===== config.mk =====
export PLATFORM = sky130hd
export DESIGN_NAME = bb3_ctrl
export DESIGN_NICKNAME = d
export VERILOG_FILES = /design/src/bb3_pkg.sv /design/src/bb3_ctrl.sv
export SDC_FILE = /design/constraint.sdc
export NUM_CORES = 1
export LEC_CHECK = 0
export BUFFER_PORTS_ARGS = -buffer_cell sky130_fd_sc_hd__buf_4
export CORE_MARGIN = 3
export CORE_UTILIZATION = 54
export DETAILED_ROUTE_END_ITERATION = 8
export GPL_ROUTABILITY_DRIVEN = 0
export GPL_TIMING_DRIVEN = 0
export HOLD_SLACK_MARGIN = 0.05
export PLACE_DENSITY_LB_ADDON = 0.05
export SLEW_MARGIN = 20
export SYNTH_ARGS = -nofsm -noshare
export SYNTH_HDL_FRONTEND = slang
export SYNTH_SLANG_ARGS = --single-unit

===== constraint.sdc =====
create_clock -name clk -period 5.05 [get_ports clk]
set_clock_uncertainty 0.2 [all_clocks]
set_input_delay 0.7575 -clock clk [delete_from_list [all_inputs] [get_ports clk]]
set_output_delay 0.7575 -clock clk [all_outputs]
set_load 0.05 [all_outputs]

===== src/bb3_pkg.sv =====
`default_nettype none

package bb3_pkg;

  localparam int MAX_WIDTH  = 1024;
  localparam int MAX_HEIGHT = 4096;

  localparam int COL_W  = $clog2(MAX_WIDTH);
  localparam int ROW_W  = 13;
  localparam int CFGW_W = 11;
  localparam int CFGH_W = 13;
  localparam int CFG_DATA_W = 13;
  localparam int CFG_ADDR_W = 1;

  localparam logic [CFGW_W-1:0] WIDTH_RESET  = CFGW_W'(640);
  localparam logic [CFGH_W-1:0] HEIGHT_RESET = CFGH_W'(480);

  localparam logic [CFG_ADDR_W-1:0] CFG_IDX_WIDTH  = CFG_ADDR_W'(0);
  localparam logic [CFG_ADDR_W-1:0] CFG_IDX_HEIGHT = CFG_ADDR_W'(1);

  localparam int SUM_W       = 12;
  localparam int N_W         = 4;
  localparam int RECIP_W     = 18;
  localparam int RECIP_SHIFT = 18;

  typedef struct packed {
    logic [7:0] blue;
    logic [7:0] green;
    logic [7:0] red;
  } pix_t;

  typedef pix_t [8:0] win_t;

  typedef struct packed {
    logic flush;
    logic row_end;
    logic rc_ge1;
    logic rc_ge2;
    logic c_ge1;
    logic c_ge2;
  } flag_t;

  typedef struct packed {
    logic             vld;
    logic [COL_W-1:0] addr;
    pix_t             cur;
    flag_t            flags;
  } req_t;

  typedef struct packed {
    logic  vld;
    flag_t flags;
  } tag_t;

  typedef struct packed {
    logic [SUM_W-1:0] red;
    logic [SUM_W-1:0] green;
    logic [SUM_W-1:0] blue;
  } sum_t;

  typedef struct packed {
    logic           vld;
    logic           va;
    logic           vb;
    logic           fe;
    sum_t           sa;
    sum_t           sb;
    logic [N_W-1:0] na;
    logic [N_W-1:0] nb;
  } acc_t;

  // Scaled reciprocal of 2n, rounded up; exact for every numerator that can occur.
  function automatic logic [RECIP_W-1:0] recip(input logic [N_W-1:0] n);
    logic [RECIP_W-1:0] r;
    case (n)
      N_W'(1): r = RECIP_W'(131072);
      N_W'(2): r = RECIP_W'(65536);
      N_W'(3): r = RECIP_W'(43691);
      N_W'(4): r = RECIP_W'(32768);
      N_W'(6): r = RECIP_W'(21846);
      N_W'(9): r = RECIP_W'(14564);
      default: r = RECIP_W'(131072);
    endcase
    return r;
  endfunction

endpackage

`default_nettype wire


===== src/bb3_ctrl.sv =====
`default_nettype none

module bb3_ctrl (
  input  wire                             clk,
  input  wire                             rst_n,
  input  wire                             cfg_we,
  input  wire [bb3_pkg::CFG_ADDR_W-1:0]   cfg_addr,
  input  wire [bb3_pkg::CFG_DATA_W-1:0]   cfg_wdata,
  input  wire                             in_tvalid,
  input  wire                             in_tuser,
  input  wire [23:0]                      in_tdata,
  input  wire                             adv,
  output logic                            in_tready,
  output bb3_pkg::req_t                   req
);

  logic [bb3_pkg::CFGW_W-1:0] width_r;
  logic [bb3_pkg::CFGH_W-1:0] height_r;
  logic [bb3_pkg::COL_W-1:0]  col_r, col_nxt;
  logic [bb3_pkg::ROW_W-1:0]  row_r, row_nxt;
  logic [bb3_pkg::CFGW_W-1:0] w_eff;
  logic [bb3_pkg::CFGH_W-1:0] h_eff;
  logic                       flush, row_end, skip, take;

  always_comb begin
    if (width_r == '0) begin
      w_eff = bb3_pkg::CFGW_W'(1);
    end else if (width_r > bb3_pkg::CFGW_W'(bb3_pkg::MAX_WIDTH)) begin
      w_eff = bb3_pkg::CFGW_W'(bb3_pkg::MAX_WIDTH);
    end else begin
      w_eff = width_r;
    end
    if (height_r == '0) begin
      h_eff = bb3_pkg::CFGH_W'(1);
    end else if (height_r > bb3_pkg::CFGH_W'(bb3_pkg::MAX_HEIGHT)) begin
      h_eff = bb3_pkg::CFGH_W'(bb3_pkg::MAX_HEIGHT);
    end else begin
      h_eff = height_r;
    end
  end

  assign flush   = (row_r >= h_eff);
  assign row_end = ({1'b0, col_r} >= (w_eff - bb3_pkg::CFGW_W'(1)));
  assign skip    = in_tuser && !flush;
  assign in_tready = adv && rst_n;
  assign take    = in_tvalid && in_tready && !skip;

  always_comb begin
    req.vld           = in_tvalid && !skip;
    req.addr          = col_r;
    req.cur.red       = flush ? 8'd0 : in_tdata[7:0];
    req.cur.green     = flush ? 8'd0 : in_tdata[15:8];
    req.cur.blue      = flush ? 8'd0 : in_tdata[23:16];
    req.flags.flush   = flush;
    req.flags.row_end = row_end;
    req.flags.rc_ge1  = (row_r != '0);
    req.flags.rc_ge2  = (row_r >= bb3_pkg::ROW_W'(2));
    req.flags.c_ge1   = (col_r != '0);
    req.flags.c_ge2   = (col_r >= bb3_pkg::COL_W'(2));
  end

  always_comb begin
    col_nxt = col_r;
    row_nxt = row_r;
    if (take) begin
      if (row_end) begin
        col_nxt = '0;
        row_nxt = flush ? '0 : row_r + bb3_pkg::ROW_W'(1);
      end else begin
        col_nxt = col_r + bb3_pkg::COL_W'(1);
      end
    end
  end

  always_ff @(posedge clk) begin
    if (!rst_n) begin
      col_r <= '0;
      row_r <= '0;
    end else begin
      col_r <= col_nxt;
      row_r <= row_nxt;
    end
  end

  always_ff @(posedge clk) begin
    if (!rst_n) begin
      width_r  <= bb3_pkg::WIDTH_RESET;
      height_r <= bb3_pkg::HEIGHT_RESET;
    end else if (cfg_we) begin
      case (cfg_addr)
        bb3_pkg::CFG_IDX_WIDTH:  width_r  <= cfg_wdata[bb3_pkg::CFGW_W-1:0];
        bb3_pkg::CFG_IDX_HEIGHT: height_r <= cfg_wdata[bb3_pkg::CFGH_W-1:0];
        default: ;
      endcase
    end
  end

endmodule

`default_nettype wire


==> run metrics <==
largest net degree at the start of global routing=13; fin cells=approximately 580; Sw Pwr=roughly 0.8 mW; Gates resized, CTS repair=0; # rows=27; largest cells by area after synthesis=dfxtp_1 29%, ha_1 11%, nand2_1 8.9%; Chip Width=approximately 84 um; Worst Hold Class=reg2reg; worst r2r path cells=16; Final Hold Fails=0; via/cell ratio=5.75; number of synthesized register bits=between 40 and 50; Die Y=roughly 84 um; Max Fclk=between 200 and 250 MHz; CORE AREA=0.00568 mm^2; status=finished, final reports clean; Synth top cells by count=78 x nand2_1, 47 x dfxtp_1, 33 x a21oi_1; DR WL/cell=approximately 15 um; clock power share=0.134; DRT iter0 DRCs=164; DR vias=~3.3k; final-stage net count=582; Leakage=~1.7 nW; Post-synth EDFFs=0; CP Cell Sequence=clkbuf_1, inv_1, o21ai_1, ha_2, nand3b_1, or3_2, xnor2_1, o21ai_0, ha_1, a2111o_1, a21oi_1, o31a_1, nor2_2, buf_4, buf_4; global-route wire length before repair=approximately 15000 um; minimum clock period=around 4.8 ns; Synth top area share=0.287; Slowest-stage cell, CP=or3_2; FFs w/ async S/R, synth=0; Diodes inserted=0; Post-CTS Hold Buffers=0; Max-Slew Margin vs Limit=0.591; layout cells sized above 1=0.235; synthesized area=around 0.0033 mm^2; io pins=86; final instance area=0.00407 mm^2; clk sink count=47; Slew @ Worst Pin=approximately 0.61 ns; Max Slew Vio Count=0; clock-pin slew on the worst setup and hold paths=0.08 ns; worst path required time=4.09 ns; post-DP HPWL=around 6700 um; Data arrival, critical path=between 3 and 4 ns; most common cell in the netlist=nand2_1; Initial Utilization=0.578; Die Footprint=a little over 0.007 mm^2; TritonCTS clock tree=built; sequential share of power=0.280; RSZ-0062 raised after global routing=no; final wirelength=8480 um; Setup CP Type=reg2out; Peak VDD IR=roughly 280 uV; sw frac=0.505; fin crit share=0.944; Root Driver=clkbuf_8; htree depth=2; P&R area growth vs syn=24.3%; clock insertion delay at the later pin of the skew report=about 0.30 ns; Setup crit end kind=output pin; GR Overflow Total=0; Seq/Total Area, Yosys=0.287; combinational fraction of design power=0.586; GR Util All Layers=0.244; number of global-route vias before repair=roughly 3.2k; cell count after placement=573; drt drc=0; Most used DFF post-synth=dfxtp_1; final setup fails=0; hold path depth=2; Final Util=0.718; total CTS buffers=5; Cell Int Power=between 0.7 and 0.8 mW; port bufs=84; Netlist cell types=59; Max Cap Viol=0; antenna violations before repair=0; Pwr Total=approximately 1.6 mW; Max Root-Sink Buffers=2; CP bufs+invs=4; power per cell area=a little under 400 mW/mm^2; Setup Fix Bufs, Post-CTS=0; CP peak stage delay=about 0.47 ns; Post-DP Area=about 0.004 mm^2; DRT Pass-1 Iters=4; Worst setup SP type=register; crit-path max FO=10; most used cell, CP=buf_4; Syn Nets=approximately 490; synth warn=0; leading area contributor after synthesis=dfxtp_1; Final ANT Viol Nets=0; CP delay by family, top=compound AO/OA/AOI/OAI gates; Syn Area/Cell=7.86 um^2; instance count on the critical path=15; gate count of the mapped netlist=~420; setup TNS=0 ns
==> area by class of cell <==
cell class	count	area [um^2]
inverters	22	82.6
repair buffers	84	631
multi-input cells	327	2150
clock buffers	6	72.6
plain buffers	21	108
fillers	497	1600
well taps	72	90.1
flip-flops and latches	47	941
==> path summary, 6_finish.rpt <==
| kind | from | end | slack, ns |
|---|---|---|---|
| worst min register to register | height_r[0]$_SDFFE_PN0P_ | height_r[0]$_SDFFE_PN0P_ | 0.27 |
| worst max register to register | width_r[10]$_SDFFE_PN0P_ | row_r[8]$_SDFFE_PN0P_ | 0.76 |
| worst min-delay path | height_r[0]$_SDFFE_PN0P_ | height_r[0]$_SDFFE_PN0P_ | 0.27 |
| worst max-delay path | width_r[10]$_SDFFE_PN0P_ | req[4] | 0.28 |
==> sequential cells by signal (all words and copies together), names as in the netlist <==
name      count
width_r      11
row_r        13
col_r        10
height_r     13
==> per-layer routing <==
layer / up-vias / part of all wire / global-route usage
met4: 0 / 0.015 / 0.0819
li1: 1679 / - / -
met1: 1542 / 0.45 / 0.313
met3: 13 / 0.056 / 0.0375
met5: - / 0 / 0
met2: 96 / 0.48 / 0.417
==> layout by cell type (no fill, tap or decap), types with 3 or more instances in the layout <==
cell / n
o21a_1: 4
nand3_1: 16
or3_1: 7
clkbuf_8: 5
nand2b_1: 7
o211ai_1: 4
nor3_1: 5
and3_1: 3
a21oi_1: 33
buf_4: 87
inv_1: 21
nor2b_1: 27
nor4_1: 10
a211oi_1: 3
nand3b_1: 3
nand4_1: 8
o2111ai_1: 7
o21ai_1: 3
dfxtp_1: 47
nor2_1: 18
nand2_1: 78
o31ai_1: 3
o221ai_2: 9
o21ai_0: 11
ha_1: 29
clkbuf_1: 14
xor2_1: 3
==> cell families after synthesis <==
kind of cell / synth area share
AOI/OAI and AO/OA: 0.225
and+or+nand+nor: 0.299
buffers and inverters: 0.0580
muxes: 0.00305
adders and majority gates: 0.115
xor gates and xnor gates: 0.0134
DFF: 0.287
==> worst register-to-register path, cell delays in order (launching register included) <==
cell	delay, ns
dfxtp_1	0.40
clkbuf_1	0.35
inv_1	0.14
o21ai_1	0.16
ha_2	0.28
nand3b_1	0.18
or3_2	0.48
xnor2_1	0.14
o21ai_0	0.09
ha_1	0.29
o21a_1	0.12
o311a_1	0.18
o31ai_4	0.08
nor4_1	0.47
o211ai_2	0.23
buf_4	0.26
o221ai_2	0.17
==> stage by stage <==
step	setup slack, ns	hold slack, ns
5_1_grt	0.0484	0.314
6_report	0.284	0.272
3_3_place_gp	0.555	0.254
3_5_place_dp	0.521	0.256
4_1_cts	0.156	0.267
2_1_floorplan	1.06	0.236
==> power by group through the flow <==
stage / logic (mW) / clock network [mW] / registers (mW)
finish: 0.922 / 0.211 / 0.441
global route: 0.983 / 0.227 / 0.446
CTS: 0.926 / 0.215 / 0.440
detailed placement: 0.922 / 0 / 0.448
global placement: 0.903 / 0 / 0.446
floorplan: 0.660 / 0 / 0.440
(Power assumes the default switching activity.)
