[src/bb3_pkg.sv]
`default_nettype none

package bb3_pkg;

  localparam int MAX_WIDTH  = 1024;
  localparam int MAX_HEIGHT = 4096;

  localparam int COL_W  = $clog2(MAX_WIDTH);
  localparam int ROW_W  = 13;
  localparam int CFGW_W = 11;
  localparam int CFGH_W = 13;
  localparam int CFG_DATA_W = 13;
  localparam int CFG_ADDR_W = 1;

  localparam logic [CFGW_W-1:0] WIDTH_RESET  = CFGW_W'(640);
  localparam logic [CFGH_W-1:0] HEIGHT_RESET = CFGH_W'(480);

  localparam logic [CFG_ADDR_W-1:0] CFG_IDX_WIDTH  = CFG_ADDR_W'(0);
  localparam logic [CFG_ADDR_W-1:0] CFG_IDX_HEIGHT = CFG_ADDR_W'(1);

  localparam int SUM_W       = 12;
  localparam int N_W         = 4;
  localparam int RECIP_W     = 18;
  localparam int RECIP_SHIFT = 18;

  typedef struct packed {
    logic [7:0] blue;
    logic [7:0] green;
    logic [7:0] red;
  } pix_t;

  typedef pix_t [8:0] win_t;

  typedef struct packed {
    logic flush;
    logic row_end;
    logic rc_ge1;
    logic rc_ge2;
    logic c_ge1;
    logic c_ge2;
  } flag_t;

  typedef struct packed {
    logic             vld;
    logic [COL_W-1:0] addr;
    pix_t             cur;
    flag_t            flags;
  } req_t;

  typedef struct packed {
    logic  vld;
    flag_t flags;
  } tag_t;

  typedef struct packed {
    logic [SUM_W-1:0] red;
    logic [SUM_W-1:0] green;
    logic [SUM_W-1:0] blue;
  } sum_t;

  typedef struct packed {
    logic           vld;
    logic           va;
    logic           vb;
    logic           fe;
    sum_t           sa;
    sum_t           sb;
    logic [N_W-1:0] na;
    logic [N_W-1:0] nb;
  } acc_t;

  // Scaled reciprocal of 2n, rounded up; exact for every numerator that can occur.
  function automatic logic [RECIP_W-1:0] recip(input logic [N_W-1:0] n);
    logic [RECIP_W-1:0] r;
    case (n)
      N_W'(1): r = RECIP_W'(131072);
      N_W'(2): r = RECIP_W'(65536);
      N_W'(3): r = RECIP_W'(43691);
      N_W'(4): r = RECIP_W'(32768);
      N_W'(6): r = RECIP_W'(21846);
      N_W'(9): r = RECIP_W'(14564);
      default: r = RECIP_W'(131072);
    endcase
    return r;
  endfunction

endpackage

`default_nettype wire

[src/bb3_mean.sv]
`default_nettype none

module bb3_mean (
  input  wire            clk,
  input  wire            rst_n,
  input  bb3_pkg::win_t  win,
  input  bb3_pkg::tag_t  tag,
  input  wire            out_tready,
  output logic           adv,
  output logic           out_valid,
  output bb3_pkg::pix_t  out_pix,
  output logic           frame_end,
  output logic           run_last
);

  function automatic bb3_pkg::sum_t col_sum(input bb3_pkg::pix_t t, input bb3_pkg::pix_t m,
                                            input bb3_pkg::pix_t b, input logic t_en,
                                            input logic b_en);
    bb3_pkg::sum_t s;
    s.red   = bb3_pkg::SUM_W'(m.red)   + (t_en ? bb3_pkg::SUM_W'(t.red)   : '0)
            + (b_en ? bb3_pkg::SUM_W'(b.red)   : '0);
    s.green = bb3_pkg::SUM_W'(m.green) + (t_en ? bb3_pkg::SUM_W'(t.green) : '0)
            + (b_en ? bb3_pkg::SUM_W'(b.green) : '0);
    s.blue  = bb3_pkg::SUM_W'(m.blue)  + (t_en ? bb3_pkg::SUM_W'(t.blue)  : '0)
            + (b_en ? bb3_pkg::SUM_W'(b.blue)  : '0);
    return s;
  endfunction

  function automatic logic [7:0] mean_of(input logic [bb3_pkg::SUM_W-1:0] s,
                                         input logic [bb3_pkg::N_W-1:0] n);
    logic [bb3_pkg::SUM_W:0]                  x;
    logic [bb3_pkg::SUM_W+bb3_pkg::RECIP_W:0] p;
    x = {s, 1'b0} + (bb3_pkg::SUM_W+1)'(n);
    p = (bb3_pkg::SUM_W+bb3_pkg::RECIP_W+1)'(x)
      * (bb3_pkg::SUM_W+bb3_pkg::RECIP_W+1)'(bb3_pkg::recip(n));
    return p[bb3_pkg::RECIP_SHIFT+7:bb3_pkg::RECIP_SHIFT];
  endfunction

  bb3_pkg::sum_t  c0, c1, c2;
  bb3_pkg::acc_t  acc_nxt, p3_r;
  logic [1:0]     nrows, ncols_a, ncols_b;
  logic           t_en, b_en;
  bb3_pkg::pix_t  mean_a, mean_b;
  bb3_pkg::pix_t  out_a_r, out_b_r;
  logic           va_r, vb_r, fe_r;

  assign t_en = tag.flags.rc_ge2;
  assign b_en = !tag.flags.flush;

  assign c0 = col_sum(win[0], win[1], win[2], t_en, b_en);
  assign c1 = col_sum(win[3], win[4], win[5], t_en, b_en);
  assign c2 = col_sum(win[6], win[7], win[8], t_en, b_en);

  always_comb begin
    nrows   = 2'd1 + {1'b0, t_en} + {1'b0, b_en};
    ncols_a = tag.flags.c_ge2 ? 2'd3 : 2'd2;
    ncols_b = tag.flags.c_ge1 ? 2'd2 : 2'd1;

    acc_nxt.vld = tag.vld;
    acc_nxt.va  = tag.flags.rc_ge1 && tag.flags.c_ge1;
    acc_nxt.vb  = tag.flags.rc_ge1 && tag.flags.row_end;
    acc_nxt.fe  = tag.flags.flush;

    acc_nxt.sa.red   = (tag.flags.c_ge2 ? c0.red   : '0) + c1.red   + c2.red;
    acc_nxt.sa.green = (tag.flags.c_ge2 ? c0.green : '0) + c1.green + c2.green;
    acc_nxt.sa.blue  = (tag.flags.c_ge2 ? c0.blue  : '0) + c1.blue  + c2.blue;
    acc_nxt.sb.red   = (tag.flags.c_ge1 ? c1.red   : '0) + c2.red;
    acc_nxt.sb.green = (tag.flags.c_ge1 ? c1.green : '0) + c2.green;
    acc_nxt.sb.blue  = (tag.flags.c_ge1 ? c1.blue  : '0) + c2.blue;

    acc_nxt.na = {2'b00, nrows} * {2'b00, ncols_a};
    acc_nxt.nb = {2'b00, nrows} * {2'b00, ncols_b};
  end

  assign mean_a.red   = mean_of(p3_r.sa.red,   p3_r.na);
  assign mean_a.green = mean_of(p3_r.sa.green, p3_r.na);
  assign mean_a.blue  = mean_of(p3_r.sa.blue,  p3_r.na);
  assign mean_b.red   = mean_of(p3_r.sb.red,   p3_r.nb);
  assign mean_b.green = mean_of(p3_r.sb.green, p3_r.nb);
  assign mean_b.blue  = mean_of(p3_r.sb.blue,  p3_r.nb);

  // The pipeline moves unless the output register still holds a result that
  // will not leave this cycle.
  assign adv = !(va_r || vb_r) || (out_tready && (va_r ^ vb_r));

  always_ff @(posedge clk) begin
    if (!rst_n) begin
      p3_r <= '0;
      va_r <= 1'b0;
      vb_r <= 1'b0;
      fe_r <= 1'b0;
    end else if (adv) begin
      p3_r <= acc_nxt;
      va_r <= p3_r.vld && p3_r.va;
      vb_r <= p3_r.vld && p3_r.vb;
      fe_r <= p3_r.fe;
    end else if (out_tready && va_r) begin
      va_r <= 1'b0;
    end
  end

  always_ff @(posedge clk) begin
    if (adv) begin
      out_a_r <= mean_a;
      out_b_r <= mean_b;
    end
  end

  assign out_valid = va_r || vb_r;
  assign out_pix   = va_r ? out_a_r : out_b_r;
  assign run_last  = !(va_r && vb_r);
  assign frame_end = !va_r && fe_r;

endmodule

`default_nettype wire

[config.mk]
export PLATFORM = sky130hd
export DESIGN_NAME = bb3_mean
export DESIGN_NICKNAME = d
export VERILOG_FILES = /design/src/bb3_pkg.sv /design/src/bb3_mean.sv
export SDC_FILE = /design/constraint.sdc
export NUM_CORES = 2
export LEC_CHECK = 0
export BUFFER_PORTS_ARGS = -buffer_cell sky130_fd_sc_hd__buf_2
export CORE_MARGIN = 3
export CORE_UTILIZATION = 63
export DETAILED_ROUTE_END_ITERATION = 10
export GPL_TIMING_DRIVEN = 0
export PLACE_DENSITY = 0.93
export SLEW_MARGIN = 25
export SYNTH_ARGS = -nofsm -noshare
export SYNTH_HDL_FRONTEND = slang
export SYNTH_SLANG_ARGS = --single-unit
[constraint.sdc]
create_clock -name clk -period 20 [get_ports clk]
set_input_delay 5 -clock clk [delete_from_list [all_inputs] [get_ports clk]]
set_output_delay 5 -clock clk [all_outputs]
set_load 0.05 [all_outputs]
==> results.yml <==
outcome:
  outcome: "complete, no violations"
timing:
  timing.final.ws_setup_ns: 8.28
  holdWs_ns: 0.471
  clock_skew_ns: 0.0146
  grt_setup_unrepaired: "no"
  setup_total_negative_slack_ns: 0
  min_period_over_period: 0.586
  worst_margin_pin_slew_ns: 1.17
  timing.final.hold_violations: 0
  timing.final.max_slew_violations: 0
  setup_violations: 0
  slew-limit-headroom: 0.219
  max_freq_mhz: 85.3
  layout_min_cycle_time_ns: 11.72
min_path:
  hold_path.startpoint: "p3_r[80]$_SDFFE_PN0P_"
  hold_path.class: "flop to flop"
  worst_hold_stages: 2
clock_network:
  ctsRootBufferMaster: "sky130_fd_sc_hd__clkbuf_16"
  cts.hold.buffers_added: 0
  cts_made_buffers: 17
  clkSinkCount: 132
  clk-insertion-delay-late_ns: 0.47
  tritoncts: "done"
  postCtsSetupBuffers: 0
  post_cts_resized: 0
  clockBufferDepth: 2
  cts_max_level: 4
  worst_setup_hold_path_clk_slew_ns: 0.06
drt:
  drt_iter0_drc: 3521
  vias: 35600
  viasPerCell: 5.68
  routed_wl_um: 140000
  detailedRoute.firstPassIterationCount: 7
  final_antenna_net_count: 0
  drc_errors: 0
  post_drt_wl_per_cell_um: 22.3
worst_setup_path:
  cp-endpoint: "adv"
  worst-setup-path-type: "input pin to output port"
  worstPathRequired_ns: 15.00
  timing.critical_path.from_type: "input pin"
  worstSetupEndpointType: "output port"
  worstPathArrival_ns: 6.72
  crit_fanout: 28
  r2r-start: "p3_r[2]$_SDFFE_PN0P_"
  worst_r2r_path_depth: 25
  setup.reg_to_reg.worst_slack_ns: 10.77
  timing.critical_path.from: "out_tready"
  crit-reg2reg-capture: "out_b_r[21]$_DFFE_PP_"
placement:
  gpl.final_weighted_congestion: 1.02
  placed_instance_area_mm2: 0.0485
  place_ws_ns: 8.31
  place_hpwl_um: 124000
  place.port_buffers: 251
synthesis:
  synth_async_sr_flop_share: 0
  yosysUniqueCellTypes: 76
  syn-cell-area_mm2: 0.0459
  synth_flop_cell: "sky130_fd_sc_hd__dfxtp_1"
  syn_avg_cell_area_um2: 9.17
  postSynthRegisterBits: 132
  synth-edff-count: 48
  yosysWarningCount: 0
  synthCells: 5008
  seq_area_frac_synth: 0.0680
global_routing:
  grt.met2_usage: 0.593
  globalRouteOverflowTotal: 0
  grt_antenna_before_repair: 11
  pin_count_of_the_biggest_net_entering_global_routing: 29
  first_global_vias: 38800
  grt_first_pass_wirelength_um: 218000
  grt_busiest_layer: "met2"
  global_route.usage.total: 0.375
  grt.met1_usage: 0.486
  grt_use_met3: 0.115
cells_and_area:
  layout.nets: 7000
  final_layout_size_suffix_gt1_frac: 0.0653
  synth_to_layout_area_growth_pct: 6.81
  postLayoutCellArea_mm2: 0.0491
floorplanning:
  fp_rows: 98
  coreArea_mm2: 0.0719
  die-width_um: 276
  fp.dieArea_mm2: 0.0762
  initial_utilization: 0.639
  io_pins: 254
  dieHeight_um: 276
power_and_ir_drop:
  power.static_leakage_nw: 26.9
  power.density_mw_per_mm2: 69.1
  worst_ir_drop_vdd_mv: 0.0867
flow_run:
  max_cap_violations: 0
[cell usage after synthesis, types with 5 or more instances]
| cell type | count | share of area |
|---|---|---|
| sky130_fd_sc_hd__a21boi_0 | 31 | 0.0051 |
| sky130_fd_sc_hd__a21o_1 | 44 | 0.0072 |
| sky130_fd_sc_hd__a21oi_1 | 132 | 0.014 |
| sky130_fd_sc_hd__a31oi_1 | 14 | 0.0019 |
| sky130_fd_sc_hd__a41o_1 | 5 | 0.0011 |
| sky130_fd_sc_hd__and2_1 | 175 | 0.024 |
| sky130_fd_sc_hd__and3_1 | 24 | 0.0033 |
| sky130_fd_sc_hd__buf_1 | 7 | 0.00057 |
| sky130_fd_sc_hd__buf_2 | 5 | 0.00054 |
| sky130_fd_sc_hd__clkbuf_1 | 106 | 0.0087 |
| sky130_fd_sc_hd__dfxtp_1 | 84 | 0.037 |
| sky130_fd_sc_hd__edfxtp_1 | 48 | 0.031 |
| sky130_fd_sc_hd__fa_1 | 1017 | 0.44 |
| sky130_fd_sc_hd__ha_1 | 455 | 0.12 |
| sky130_fd_sc_hd__inv_1 | 1363 | 0.11 |
| sky130_fd_sc_hd__mux2_2 | 24 | 0.0059 |
| sky130_fd_sc_hd__nand2_1 | 408 | 0.033 |
| sky130_fd_sc_hd__nand2b_1 | 14 | 0.0019 |
| sky130_fd_sc_hd__nand3_1 | 72 | 0.0078 |
| sky130_fd_sc_hd__nand3b_1 | 8 | 0.0013 |
| sky130_fd_sc_hd__nand4_1 | 26 | 0.0035 |
| sky130_fd_sc_hd__nand4b_1 | 14 | 0.0027 |
| sky130_fd_sc_hd__nor2_1 | 297 | 0.024 |
| sky130_fd_sc_hd__nor2b_1 | 99 | 0.013 |
| sky130_fd_sc_hd__nor3_1 | 31 | 0.0034 |
| sky130_fd_sc_hd__nor3b_1 | 9 | 0.0015 |
| sky130_fd_sc_hd__nor4bb_1 | 6 | 0.0013 |
| sky130_fd_sc_hd__o211a_1 | 12 | 0.0026 |
| sky130_fd_sc_hd__o211ai_1 | 15 | 0.0025 |
| sky130_fd_sc_hd__o21a_1 | 15 | 0.0025 |
| sky130_fd_sc_hd__o21ai_0 | 64 | 0.0070 |
| sky130_fd_sc_hd__o21bai_1 | 31 | 0.0051 |
| sky130_fd_sc_hd__o22ai_1 | 5 | 0.00068 |
| sky130_fd_sc_hd__o31ai_1 | 6 | 0.00098 |
| sky130_fd_sc_hd__or2_2 | 7 | 0.00095 |
| sky130_fd_sc_hd__or4b_2 | 6 | 0.0013 |
| sky130_fd_sc_hd__xnor2_1 | 179 | 0.034 |
| sky130_fd_sc_hd__xor2_1 | 89 | 0.017 |
[logic make-up (layout without fill, tap and decap cells)]
family          Yosys count  count (layout)  synth area share
simple gates           1217            1217             0.128
mux                      25              25           0.00610
compound gates          407             407            0.0576
fa+ha+maj              1472            1472             0.567
buf+inv                1485            1770             0.122
flops                   132             132            0.0680
xor+xnor                268             268            0.0511
other cells               2              29          0.000163
[metrics by stage]
stage	instances	power, mW	util
CTS	6265	3.33	0.683
floorplan	5030	2.21	-
detailed placement	6233	3.01	0.675
finish	6270	3.39	0.683
global route	6267	3.67	0.683
global placement	6231	2.92	0.674
[cells in the final DEF (no fill, tap or decap), types with 15 or more instances in the layout]
cell type | Yosys | layout
sky130_fd_sc_hd__o21bai_1 | 31 | 31
sky130_fd_sc_hd__clkbuf_1 | 106 | 104
sky130_fd_sc_hd__and3_1 | 24 | 24
sky130_fd_sc_hd__o21a_1 | 15 | 15
sky130_fd_sc_hd__dfxtp_1 | 84 | 84
sky130_fd_sc_hd__nand2_1 | 408 | 408
sky130_fd_sc_hd__o211ai_1 | 15 | 15
sky130_fd_sc_hd__nor3_1 | 31 | 31
sky130_fd_sc_hd__nand3_1 | 72 | 72
sky130_fd_sc_hd__edfxtp_1 | 48 | 48
sky130_fd_sc_hd__inv_1 | 1363 | 1363
sky130_fd_sc_hd__nor2b_1 | 99 | 99
sky130_fd_sc_hd__buf_2 | 5 | 257
sky130_fd_sc_hd__conb_1 | 2 | 24
sky130_fd_sc_hd__a21o_1 | 44 | 44
sky130_fd_sc_hd__clkbuf_16 | 0 | 17
sky130_fd_sc_hd__mux2_2 | 24 | 24
sky130_fd_sc_hd__xor2_1 | 89 | 89
sky130_fd_sc_hd__nand4_1 | 26 | 26
sky130_fd_sc_hd__xnor2_1 | 179 | 179
sky130_fd_sc_hd__nor2_1 | 297 | 296
sky130_fd_sc_hd__ha_1 | 455 | 455
sky130_fd_sc_hd__and2_1 | 175 | 175
sky130_fd_sc_hd__a21oi_1 | 132 | 132
sky130_fd_sc_hd__a21boi_0 | 31 | 31
sky130_fd_sc_hd__fa_1 | 1017 | 1017
sky130_fd_sc_hd__o21ai_0 | 64 | 64
[worst min-delay path by stage]
stage	endpoint	slack [ns]
after floorplan	fe_r$_SDFFE_PN0P_	0.44
after detailed placement	p3_r[80]$_SDFFE_PN0P_	0.46
after global placement	p3_r[80]$_SDFFE_PN0P_	0.45
after global routing	p3_r[81]$_SDFFE_PN0P_	0.48
final	p3_r[80]$_SDFFE_PN0P_	0.47
after CTS	p3_r[80]$_SDFFE_PN0P_	0.46
[cell type report]
type	instances	area [um^2]
clock inverters	13	97.6
fillers	5624	22800
well taps	950	1190
clock buffers	19	443
inverters	1365	5130
flip-flops and latches	132	3120
multi-input cells	3413	37300
repair buffers	253	1300
diodes	5	12.5
plain buffers	120	473
[sequential cells by signal (all words and copies together), names as in the netlist]
register and count:
va_r 1, p3_r 81, fe_r 1, out_b_r 24
vb_r 1, out_a_r 24
[routing by layer]
layer  vias to the layer above  part of all wire
li1                      15500                 -
met1                     17600              0.37
met2                      2048              0.45
met3                       409              0.12
met4                        10             0.048
met5                         -           0.00042
[critical path: stages]
cell and delay [ns]:
sky130_fd_sc_hd__buf_2 0.09, sky130_fd_sc_hd__a21oi_1 0.10, sky130_fd_sc_hd__inv_1 0.22, sky130_fd_sc_hd__clkbuf_1 0.39
sky130_fd_sc_hd__buf_2 0.37, sky130_fd_sc_hd__buf_12 0.23, sky130_fd_sc_hd__buf_2 0.29
[power breakdown]
group,switching [mW],leakage [nW],internal (mW)
clock,0.137,0.271,0.163
sequential,0.108,1.24,0.403
combinational,1.61,25.4,0.972
Power figures use the tool's default switching activity.
